$ cat src/hw/rtl/sms_pkg.sv
// shared types and constants for the smallest-m sorted selector
`default_nettype none

package sms_pkg;

    localparam int VALUE_W = 32;
    localparam int KEEP_W  = 5;

    typedef logic signed [VALUE_W-1:0] value_t;
    typedef logic [KEEP_W-1:0] keep_t;

    typedef struct packed {
        logic clear;
        logic insert;
        logic shift;
    } cell_ctrl_t;

    typedef enum logic [1:0] {
        ST_FILL  = 2'b01,
        ST_DRAIN = 2'b10
    } state_t;

endpackage

`default_nettype wire

$ cat src/hw/rtl/sms_cell.sv
// one cell of the sorted insertion chain
`default_nettype none

module sms_cell (
    input  wire                 clk,
    input  wire                 rst_n,
    input  sms_pkg::cell_ctrl_t ctrl,
    input  sms_pkg::value_t     in_value,
    input  wire                 left_valid,
    input  wire                 left_disp,
    input  sms_pkg::value_t     left_value,
    input  wire                 right_valid,
    input  sms_pkg::value_t     right_value,
    output sms_pkg::value_t     value_out,
    output logic                valid_out,
    output logic                disp_out
);
    import sms_pkg::*;

    value_t value_reg;
    value_t value_next;
    logic   valid_reg;
    logic   valid_next;
    logic   disp;
    logic   take;

    // displaced when the new word sorts strictly before the held one
    assign disp = valid_reg && (in_value < value_reg);
    assign take = disp || (!valid_reg && left_valid);

    always_comb
    begin
        value_next = value_reg;
        valid_next = valid_reg;
        if (ctrl.clear)
        begin
            valid_next = 1'b0;
        end
        else if (ctrl.insert)
        begin
            if (take)
            begin
                value_next = left_disp ? left_value : in_value;
                valid_next = 1'b1;
            end
        end
        else if (ctrl.shift)
        begin
            value_next = right_value;
            valid_next = right_valid;
        end
    end

    always_ff @(posedge clk or negedge rst_n)
    begin
        if (!rst_n)
        begin
            valid_reg <= 1'b0;
        end
        else
        begin
            valid_reg <= valid_next;
        end
    end

    always_ff @(posedge clk)
    begin
        value_reg <= value_next;
    end

    assign value_out = value_reg;
    assign valid_out = valid_reg;
    assign disp_out  = disp;

endmodule

`default_nettype wire

$ cat src/hw/rtl/smallest_m_sorted_selector.sv
// top level of the smallest-m sorted selector
//
//  channel  | handshake           | payload
//  ---------+---------------------+---------------------------
//  input    | in_valid / in_stall | value, batch_end
//  output   | out_valid/out_stall | sorted_value, final_of_run
//  config   | cfg_valid/cfg_ready | keep_count
//
//  one input word per cycle while the batch fills the chain
//  after the batch-end word, n = min(held, keep_count) words drain,
//  one output word per cycle, set by the chain shifting toward cell zero
//  input is stalled during drain; output stall pauses the drain
//  reset empties the chain and sets keep_count to 16
`default_nettype none

module smallest_m_sorted_selector #(
    parameter int MAX_KEEP = 16
) (
    input  wire             clk,
    input  wire             rst_n,
    input  wire             in_valid,
    output logic            in_stall,
    input  sms_pkg::value_t value,
    input  wire             batch_end,
    output logic            out_valid,
    input  wire             out_stall,
    output sms_pkg::value_t sorted_value,
    output logic            final_of_run,
    input  wire             cfg_valid,
    output logic            cfg_ready,
    input  sms_pkg::keep_t  keep_count
);
    import sms_pkg::*;

    localparam int CW = $clog2(MAX_KEEP + 1);
    localparam int KW = (CW > KEEP_W) ? CW : KEEP_W;

    state_t         state_reg;
    state_t         state_next;
    keep_t          keep_reg;
    logic [CW-1:0]  count_reg;
    logic [CW-1:0]  count_next;
    logic [CW-1:0]  remain_reg;
    logic [CW-1:0]  remain_next;
    logic           out_valid_reg;
    logic           out_valid_next;
    value_t         out_value_reg;
    logic           out_final_reg;

    cell_ctrl_t     ctrl;
    value_t         cell_value [MAX_KEEP];
    logic [MAX_KEEP-1:0] cell_valid;
    logic [MAX_KEEP-1:0] cell_disp;

    logic           in_accept;
    logic           out_load;
    logic [CW-1:0]  count_ins;
    logic [KW-1:0]  keep_ext;
    logic [CW-1:0]  keep_eff;
    logic [CW-1:0]  emit_n;

    assign in_stall  = (state_reg != ST_FILL);
    assign cfg_ready = (state_reg == ST_FILL);
    assign in_accept = in_valid && !in_stall;
    assign out_load  = (state_reg == ST_DRAIN) && (remain_reg != '0)
                       && (!out_valid_reg || !out_stall);

    assign count_ins = (count_reg == CW'(MAX_KEEP)) ? count_reg : count_reg + 1'b1;
    assign keep_ext  = KW'(keep_reg);
    assign keep_eff  = (keep_ext > KW'(MAX_KEEP)) ? CW'(MAX_KEEP) : CW'(keep_ext);
    assign emit_n    = (count_ins < keep_eff) ? count_ins : keep_eff;

    // chain of cells
    genvar gi;
    generate
        for (gi = 0; gi < MAX_KEEP; gi++)
        begin : g_cell
            logic   lv;
            logic   ld;
            value_t lval;
            logic   rv;
            value_t rval;
            if (gi == 0)
            begin : g_first
                assign lv   = 1'b1;
                assign ld   = 1'b0;
                assign lval = value;
            end
            else
            begin : g_mid
                assign lv   = cell_valid[gi-1];
                assign ld   = cell_disp[gi-1];
                assign lval = cell_value[gi-1];
            end
            if (gi == MAX_KEEP - 1)
            begin : g_last
                assign rv   = 1'b0;
                assign rval = cell_value[gi];
            end
            else
            begin : g_inner
                assign rv   = cell_valid[gi+1];
                assign rval = cell_value[gi+1];
            end
            sms_cell u_cell (
                .clk         (clk),
                .rst_n       (rst_n),
                .ctrl        (ctrl),
                .in_value    (value),
                .left_valid  (lv),
                .left_disp   (ld),
                .left_value  (lval),
                .right_valid (rv),
                .right_value (rval),
                .value_out   (cell_value[gi]),
                .valid_out   (cell_valid[gi]),
                .disp_out    (cell_disp[gi])
            );
        end
    endgenerate

    always_comb
    begin
        state_next     = state_reg;
        count_next     = count_reg;
        remain_next    = remain_reg;
        out_valid_next = out_valid_reg && out_stall;
        ctrl           = '0;
        case (state_reg)
            ST_FILL:
            begin
                if (in_accept)
                begin
                    if (batch_end && (emit_n == '0))
                    begin
                        ctrl.clear = 1'b1;
                        count_next = '0;
                    end
                    else
                    begin
                        ctrl.insert = 1'b1;
                        count_next  = count_ins;
                        if (batch_end)
                        begin
                            remain_next = emit_n;
                            state_next  = ST_DRAIN;
                        end
                    end
                end
            end
            ST_DRAIN:
            begin
                if (out_load)
                begin
                    out_valid_next = 1'b1;
                    remain_next    = remain_reg - 1'b1;
                    if (remain_reg == CW'(1))
                    begin
                        ctrl.clear = 1'b1;
                        count_next = '0;
                        state_next = ST_FILL;
                    end
                    else
                    begin
                        ctrl.shift = 1'b1;
                    end
                end
            end
            default:
            begin
                state_next = ST_FILL;
            end
        endcase
    end

    always_ff @(posedge clk or negedge rst_n)
    begin
        if (!rst_n)
        begin
            state_reg     <= ST_FILL;
            keep_reg      <= KEEP_W'(16);
            count_reg     <= '0;
            remain_reg    <= '0;
            out_valid_reg <= 1'b0;
        end
        else
        begin
            state_reg     <= state_next;
            count_reg     <= count_next;
            remain_reg    <= remain_next;
            out_valid_reg <= out_valid_next;
            if (cfg_valid && cfg_ready)
            begin
                keep_reg <= keep_count;
            end
        end
    end

    always_ff @(posedge clk)
    begin
        if (out_load)
        begin
            out_value_reg <= cell_value[0];
            out_final_reg <= (remain_reg == CW'(1));
        end
    end

    assign out_valid    = out_valid_reg;
    assign sorted_value = out_value_reg;
    assign final_of_run = out_final_reg;

`ifndef SYNTHESIS
    a_valid_prefix: assert property (@(posedge clk) disable iff (!rst_n)
        (cell_valid & (cell_valid + 1'b1)) == '0)
        else $error("chain valid bits not contiguous from cell zero");

    a_count_match: assert property (@(posedge clk) disable iff (!rst_n)
        (state_reg == ST_FILL) |-> (32'(count_reg) == 32'($countones(cell_valid))))
        else $error("fill count disagrees with chain occupancy");

    a_drain_nonzero: assert property (@(posedge clk) disable iff (!rst_n)
        (state_reg == ST_DRAIN) |-> (remain_reg != '0) && cell_valid[0])
        else $error("drain with nothing left to emit");

    a_final_ends_drain: assert property (@(posedge clk) disable iff (!rst_n)
        (out_load && (remain_reg == CW'(1))) |=> (state_reg == ST_FILL) && (cell_valid == '0))
        else $error("chain not cleared after final word");
`endif

endmodule

`default_nettype wire

$ cat config.mk
export PLATFORM = sky130hd
export DESIGN_NAME = smallest_m_sorted_selector
export DESIGN_NICKNAME = d
export VERILOG_FILES = /design/src/hw/rtl/sms_pkg.sv /design/src/hw/rtl/sms_cell.sv /design/src/hw/rtl/smallest_m_sorted_selector.sv
export SDC_FILE = /design/constraint.sdc
export NUM_CORES = 2
export LEC_CHECK = 0
export ABC_AREA = 1
export BUFFER_PORTS_ARGS = -buffer_cell sky130_fd_sc_hd__buf_2
export CORE_MARGIN = 2
export CORE_UTILIZATION = 45
export CTS_CLUSTER_DIAMETER = 80
export DETAILED_ROUTE_END_ITERATION = 12
export GPL_ROUTABILITY_DRIVEN = 0
export PLACE_DENSITY = 0.68
export SYNTH_ARGS = -nofsm -noshare
export SYNTH_HDL_FRONTEND = slang
export SYNTH_HIERARCHICAL = 1
export SYNTH_SLANG_ARGS = --single-unit
$ cat constraint.sdc
create_clock -name clk -period 8.9 [get_ports clk]
set_input_delay 0.445 -clock clk [delete_from_list [all_inputs] [get_ports clk]]
set_output_delay 0.445 -clock clk [all_outputs]
set_load 0.1 [all_outputs]
Yosys cells after proc, flatten, opt, wreduce, memory -nomap -nowiden
Cells that the tools add are included.
{"block": "totals", "register_bits": 579, "in_bits": 43, "output_inout_bits": 36, "elab_cells": 369}
{"block": "classes", "addsub": 2, "order_cmp": 18, "n_eq_ne": 41, "muxes": 155, "n_bitwise": 1, "reduce_logical": 113}
{"op": "two-way mux 32 bit", "n": 60}
{"op": "less-than comparator 32 bit", "n": 16}
{"op": "two-way mux 1 bit", "n": 74}
{"op": "two-way mux 5 bit", "n": 11}
{"op": "inequality test 3 x 1 -> 1 bit, second input constant", "n": 16}
{"op": "AND reduction 3 bit", "n": 16}
{"op": "logical AND 1 bit", "n": 37}
{"op": "inequality test 2 x 1 -> 1 bit, second input constant", "n": 18}
{"op": "AND reduction 2 bit", "n": 16}
{"op": "case mux 5 bit (2 select lines)", "n": 2}
{"op": "logical NOT 1 bit", "n": 19}
{"op": "logical OR 1 bit", "n": 17}
{"op": "two-way mux 2 bit", "n": 6}
{"op": "AND reduction 5 bit", "n": 2}
{"op": "inequality test 2 bit, second input constant", "n": 3}
{"op": "adder 5 x 1 -> 5 bit, second input constant", "n": 1}
{"op": "== test 5 x 1 -> 1 bit, second input constant", "n": 1}
{"op": "== test 5 bit, second input constant", "n": 1}
{"op": "> comparator 5 bit, second input constant", "n": 1}
{"op": "logical NOT 5 bit", "n": 1}
{"op": "less-than comparator 5 bit", "n": 1}
{"op": "nonzero test 5 bit", "n": 1}
{"op": "subtractor 5 x 1 -> 5 bit, second input constant", "n": 1}
{"op": "case mux 2 bit (2 select lines)", "n": 1}
{"op": "7 further kinds", "n": 8}

Logic depth before layout (Yosys ltp)
{"block": "logic_depth", "word_depth": 11, "mapped_depth": 22, "depth_no_buf": 21}

By module
The synthesis kept the hierarchy.
{"mod": "sms_cell", "instances": 16, "cells_per_inst": 333, "area_each_um2": 2526.2, "seq_area_each_um2": 985.9}
{"mod": "smallest_m_sorted_selector", "instances": 1, "cells_per_inst": 225, "area_each_um2": 2394.8, "seq_area_each_um2": 1443.9}

Worst setup path after synthesis
Ideal clock, no wire load.
{"block": "synth_timing", "kind": "reg2reg", "from": "reg out_valid_reg (netlist: out_valid)", "to": "reg g_cell[0].u_cell.value_reg[0] (enable)", "setup_time_ps": 316, "arrival_ps": 5824, "required_time_ps": 8584, "setup_slack_ps": 2759, "stages_incl_launch_ff": 7, "cell_sequence": "dfrtp_1 -> a21oi_1 -> nand2_1 -> a21oi_1 -> inv_1 -> nand2_1 -> nor2_2"}
{"element": "from (decl)", "line_no": "smallest_m_sorted_selector.sv:45", "rtl": "logic out_valid_reg;"}
{"element": "from (signal assigned)", "line_no": "smallest_m_sorted_selector.sv:191", "rtl": "out_valid_reg <= out_valid_next;"}
{"element": "to (signal assigned)", "line_no": "sms_cell.sv:68", "rtl": "value_reg <= value_next;"}
{"element": "to (decl)", "line_no": "sms_cell.sv:20", "rtl": "value_t value_reg;"}

==> flow_metrics.py <==
metrics = {
    "global_route": {
        "grtUsageTotal_pct": 21.93,
        "grt-ovfl-total": 0,
        "grt_pass1_vias": 35300,
        "antenna_found_initial": 1,
        "grt_max_degree": 195,
        "grt_first_pass_wirelength_um": 178900,
    },
    "setup_path": {
        "worstSetupPathType": "flop to flop",
        "cp_data_required_time_ns": 9.45,
        "cp-end-kind": "flop",
        "cp_common_cell": "nand2_1",
        "critPathTopFamily": "buffers and inverters",
        "critPathMaxStageDelay_ns": 1.06,
        "slowest_stage": "clkinv_1",
        "cp_num_buf_inv": 3,
        "crit_fanout": 194,
        "cp_data_arrival_time_ns": 5.67,
        "worstSetupStartpointType": "flop",
        "path_cells": "ha_1 > nand3_1 > xor2_1 > inv_1 > ha_1 > o21ai_1 > nor2_2 > nand2_2 > nand2_4 > nand2_1 > nand2_1 > nand2_1 > nor2_4 > a21oi_4 > buf_12 > clkinv_1 > a211oi_1 > nand2_1 > nand2_1",
    },
    "timing": {
        "drv_slew": 0,
        "setup_violations": 0,
        "whs_ns": -0.01397,
        "skew_ns": 0.02032,
        "max_freq_mhz": 195.5,
        "rsz0062_at_grt": "no",
        "setup_tns_ns": 0,
        "min_period_over_period_pct": 57.46,
        "layout_setup_ws_ns": 3.786,
        "slew_headroom_pct": 26.85,
        "tightest_slew_ns": 1.096,
        "hold_viol": 6,
        "fin_crit_ns": 5.114,
    },
    "die": {
        "die_w_um": 312.4,
        "rows": 113,
        "dieArea_um2": 97620,
        "die_h_um": 312.4,
        "ios": 79,
        "core_area_um2": 94590,
        "start_util_pct": 45.26,
    },
    "logic_synthesis": {
        "syn_avg_cell_area_um2": 7.711,
        "syn_area_um2": 42810,
        "syn_inst": 5552,
        "synth_warnings": 6,
    },
    "routing": {
        "drt_iter0_drc": 2875,
        "drc": 0,
        "postRouteAntennaNets": 0,
        "wl_um": 108900,
        "wl_per_cell_um": 15.89,
        "routed_via_density": 5.389,
        "vias": 36950,
        "drt_pre_antenna_iters": 6,
    },
    "clock_network": {
        "htree_num_levels": 3,
        "clock-sinks": 579,
        "root_buffer": "clkbuf_16",
        "cts_tree": "built",
        "ctsResizeCount": 0,
        "postCtsHoldBufs": 0,
        "postCtsSetupBuffers": 0,
        "cts-buffers-inserted": 70,
        "worstSkewPairLatency_ns": 0.62,
        "clockBufferDepth": 3,
        "clkSlewWorstSetupHoldPaths_ns": 0.06,
    },
    "cells_and_area": {
        "multiInputGateArea_um2": 22030,
        "fin_area_um2": 46630,
        "nets": 6087,
        "register_area_um2": 17220,
        "syn2layout_area_growth_pct": 8.923,
        "drive_above_1_share_pct": 6.136,
        "fillers": 9045,
        "largest_reg_flops": 512,
    },
    "placement": {
        "dp_hpwl_um": 80760,
        "portBuffers": 78,
        "place_area_um2": 44360,
        "dp_slack_ns": 3.951,
    },
    "job": {
        "maxCapViolCount": 0,
    },
    "pwr": {
        "leakagePower_nw": 21.78,
        "p_total_mw": 17.60,
        "powerDensity_nw_per_um2": 377.4,
        "vdd_drop_max_v": 0.0002399,
    },
    "run_status": {
        "violations": "negative hold slack",
        "status": "complete, but fails checks",
    },
    "worst_hold_path": {
        "hold_class": "primary input to asynchronous set/reset pin",
    },
}
-- metal layers --
| layer | routed length, um | track usage, % |
|---|---|---|
| met4 | 2124 | 5.365 |
| met2 | 52020 | 37.85 |
| met1 | 48620 | 29.65 |
| met3 | 6154 | 2.057 |
| met5 | 0 | 0 |
-- worst register-to-register path, cell delays in order, from the launching register on --
cell	delay, ns
dfrtp_1	0.45
ha_1	0.26
nand3_1	0.10
xor2_1	0.18
inv_1	0.08
ha_1	0.28
o21ai_1	0.09
nor2_2	0.06
nand2_2	0.11
nand2_4	0.09
nand2_1	0.09
nand2_1	0.05
nand2_1	0.09
nor2_4	0.06
a21oi_4	0.56
buf_12	0.49
clkinv_1	1.35
a211oi_1	0.51
nand2_1	0.09
nand2_1	0.07
-- worst paths after layout --
kind,from,to,slack [ns],cells after the start
max,count_reg[0]$_DFFE_PN0P_,g_cell[12].u_cell/valid_out$_DFFE_PN0P_,3.79,19
min,rst_n,out_valid$_DFF_PN0_,-0.01,1
max reg2reg,count_reg[0]$_DFFE_PN0P_,g_cell[12].u_cell/valid_out$_DFFE_PN0P_,3.79,19
min reg2reg,g_cell[0].u_cell/value_out[27]$_DFFE_PP_,sorted_value[27]$_DFFE_PP_,0.49,0
max in group asynchronous,rst_n,g_cell[9].u_cell/valid_out$_DFFE_PN0P_,8.28,1
min in group clk,keep_count[2],keep_ext[2]$_DFFE_PN0P_,0.08,2
-- cell type report --
class,instances,share of cell area [%]
Clock buffer,92,4.178
Timing Repair Buffer,120,1.594
Antenna cell,1,0.005367
Inverter,741,5.965
Clock inverter,31,0.6950
Tap cell,1265,3.394
Sequential cell,579,36.93
Multi-Input combinational cell,4027,47.24
-- cell usage in the layout, fill, tap and decap left out, types with 2 or more instances in the layout --
cell type and instances:
mux2_2 3, nor2_1 733, dfstp_2 2, ha_1 505, nor2_4 3, o21ai_2 2, clkbuf_8 5, nor2_2 34
a21oi_2 16, clkbuf_16 73, nor3_2 16, buf_12 3, nand4_1 26, a211oi_1 16, buf_2 78, edfxtp_1 545
dfrtp_1 32, a21oi_1 217, buf_4 39, bufinv_16 6, o21ai_1 81, conb_1 8, nand2_1 1172, inv_2 17
nor3_1 18, inv_1 708, a21oi_4 3, clkinv_8 2, clkinv_1 26, o21ai_0 1017, clkinv_2 10, nand3_2 21
nand3_1 124, clkbuf_1 14, clkinvlp_4 2, nand2_2 4
-- metrics by stage --
step,utilization (%),hold WS (ns),instances
2_1_floorplan,-,0.1494,5558
3_3_place_gp,46.89,0.4612,6732
3_5_place_dp,46.89,0.4728,6732
4_1_cts,49.30,0.01598,6855
5_1_grt,49.30,0.06070,6856
6_report,49.30,-0.01397,6856
-- report_power, final --
| group | total [mW] | switching (mW) | internal [mW] | leakage, nW |
|---|---|---|---|---|
| clock | 2.86 | 1.15 | 1.71 | 1.11 |
| sequential | 6.31 | 1.14 | 5.17 | 5.50 |
| combinational | 8.42 | 5.75 | 2.67 | 15.2 |
No activity file was read; power rests on OpenSTA's default activity.
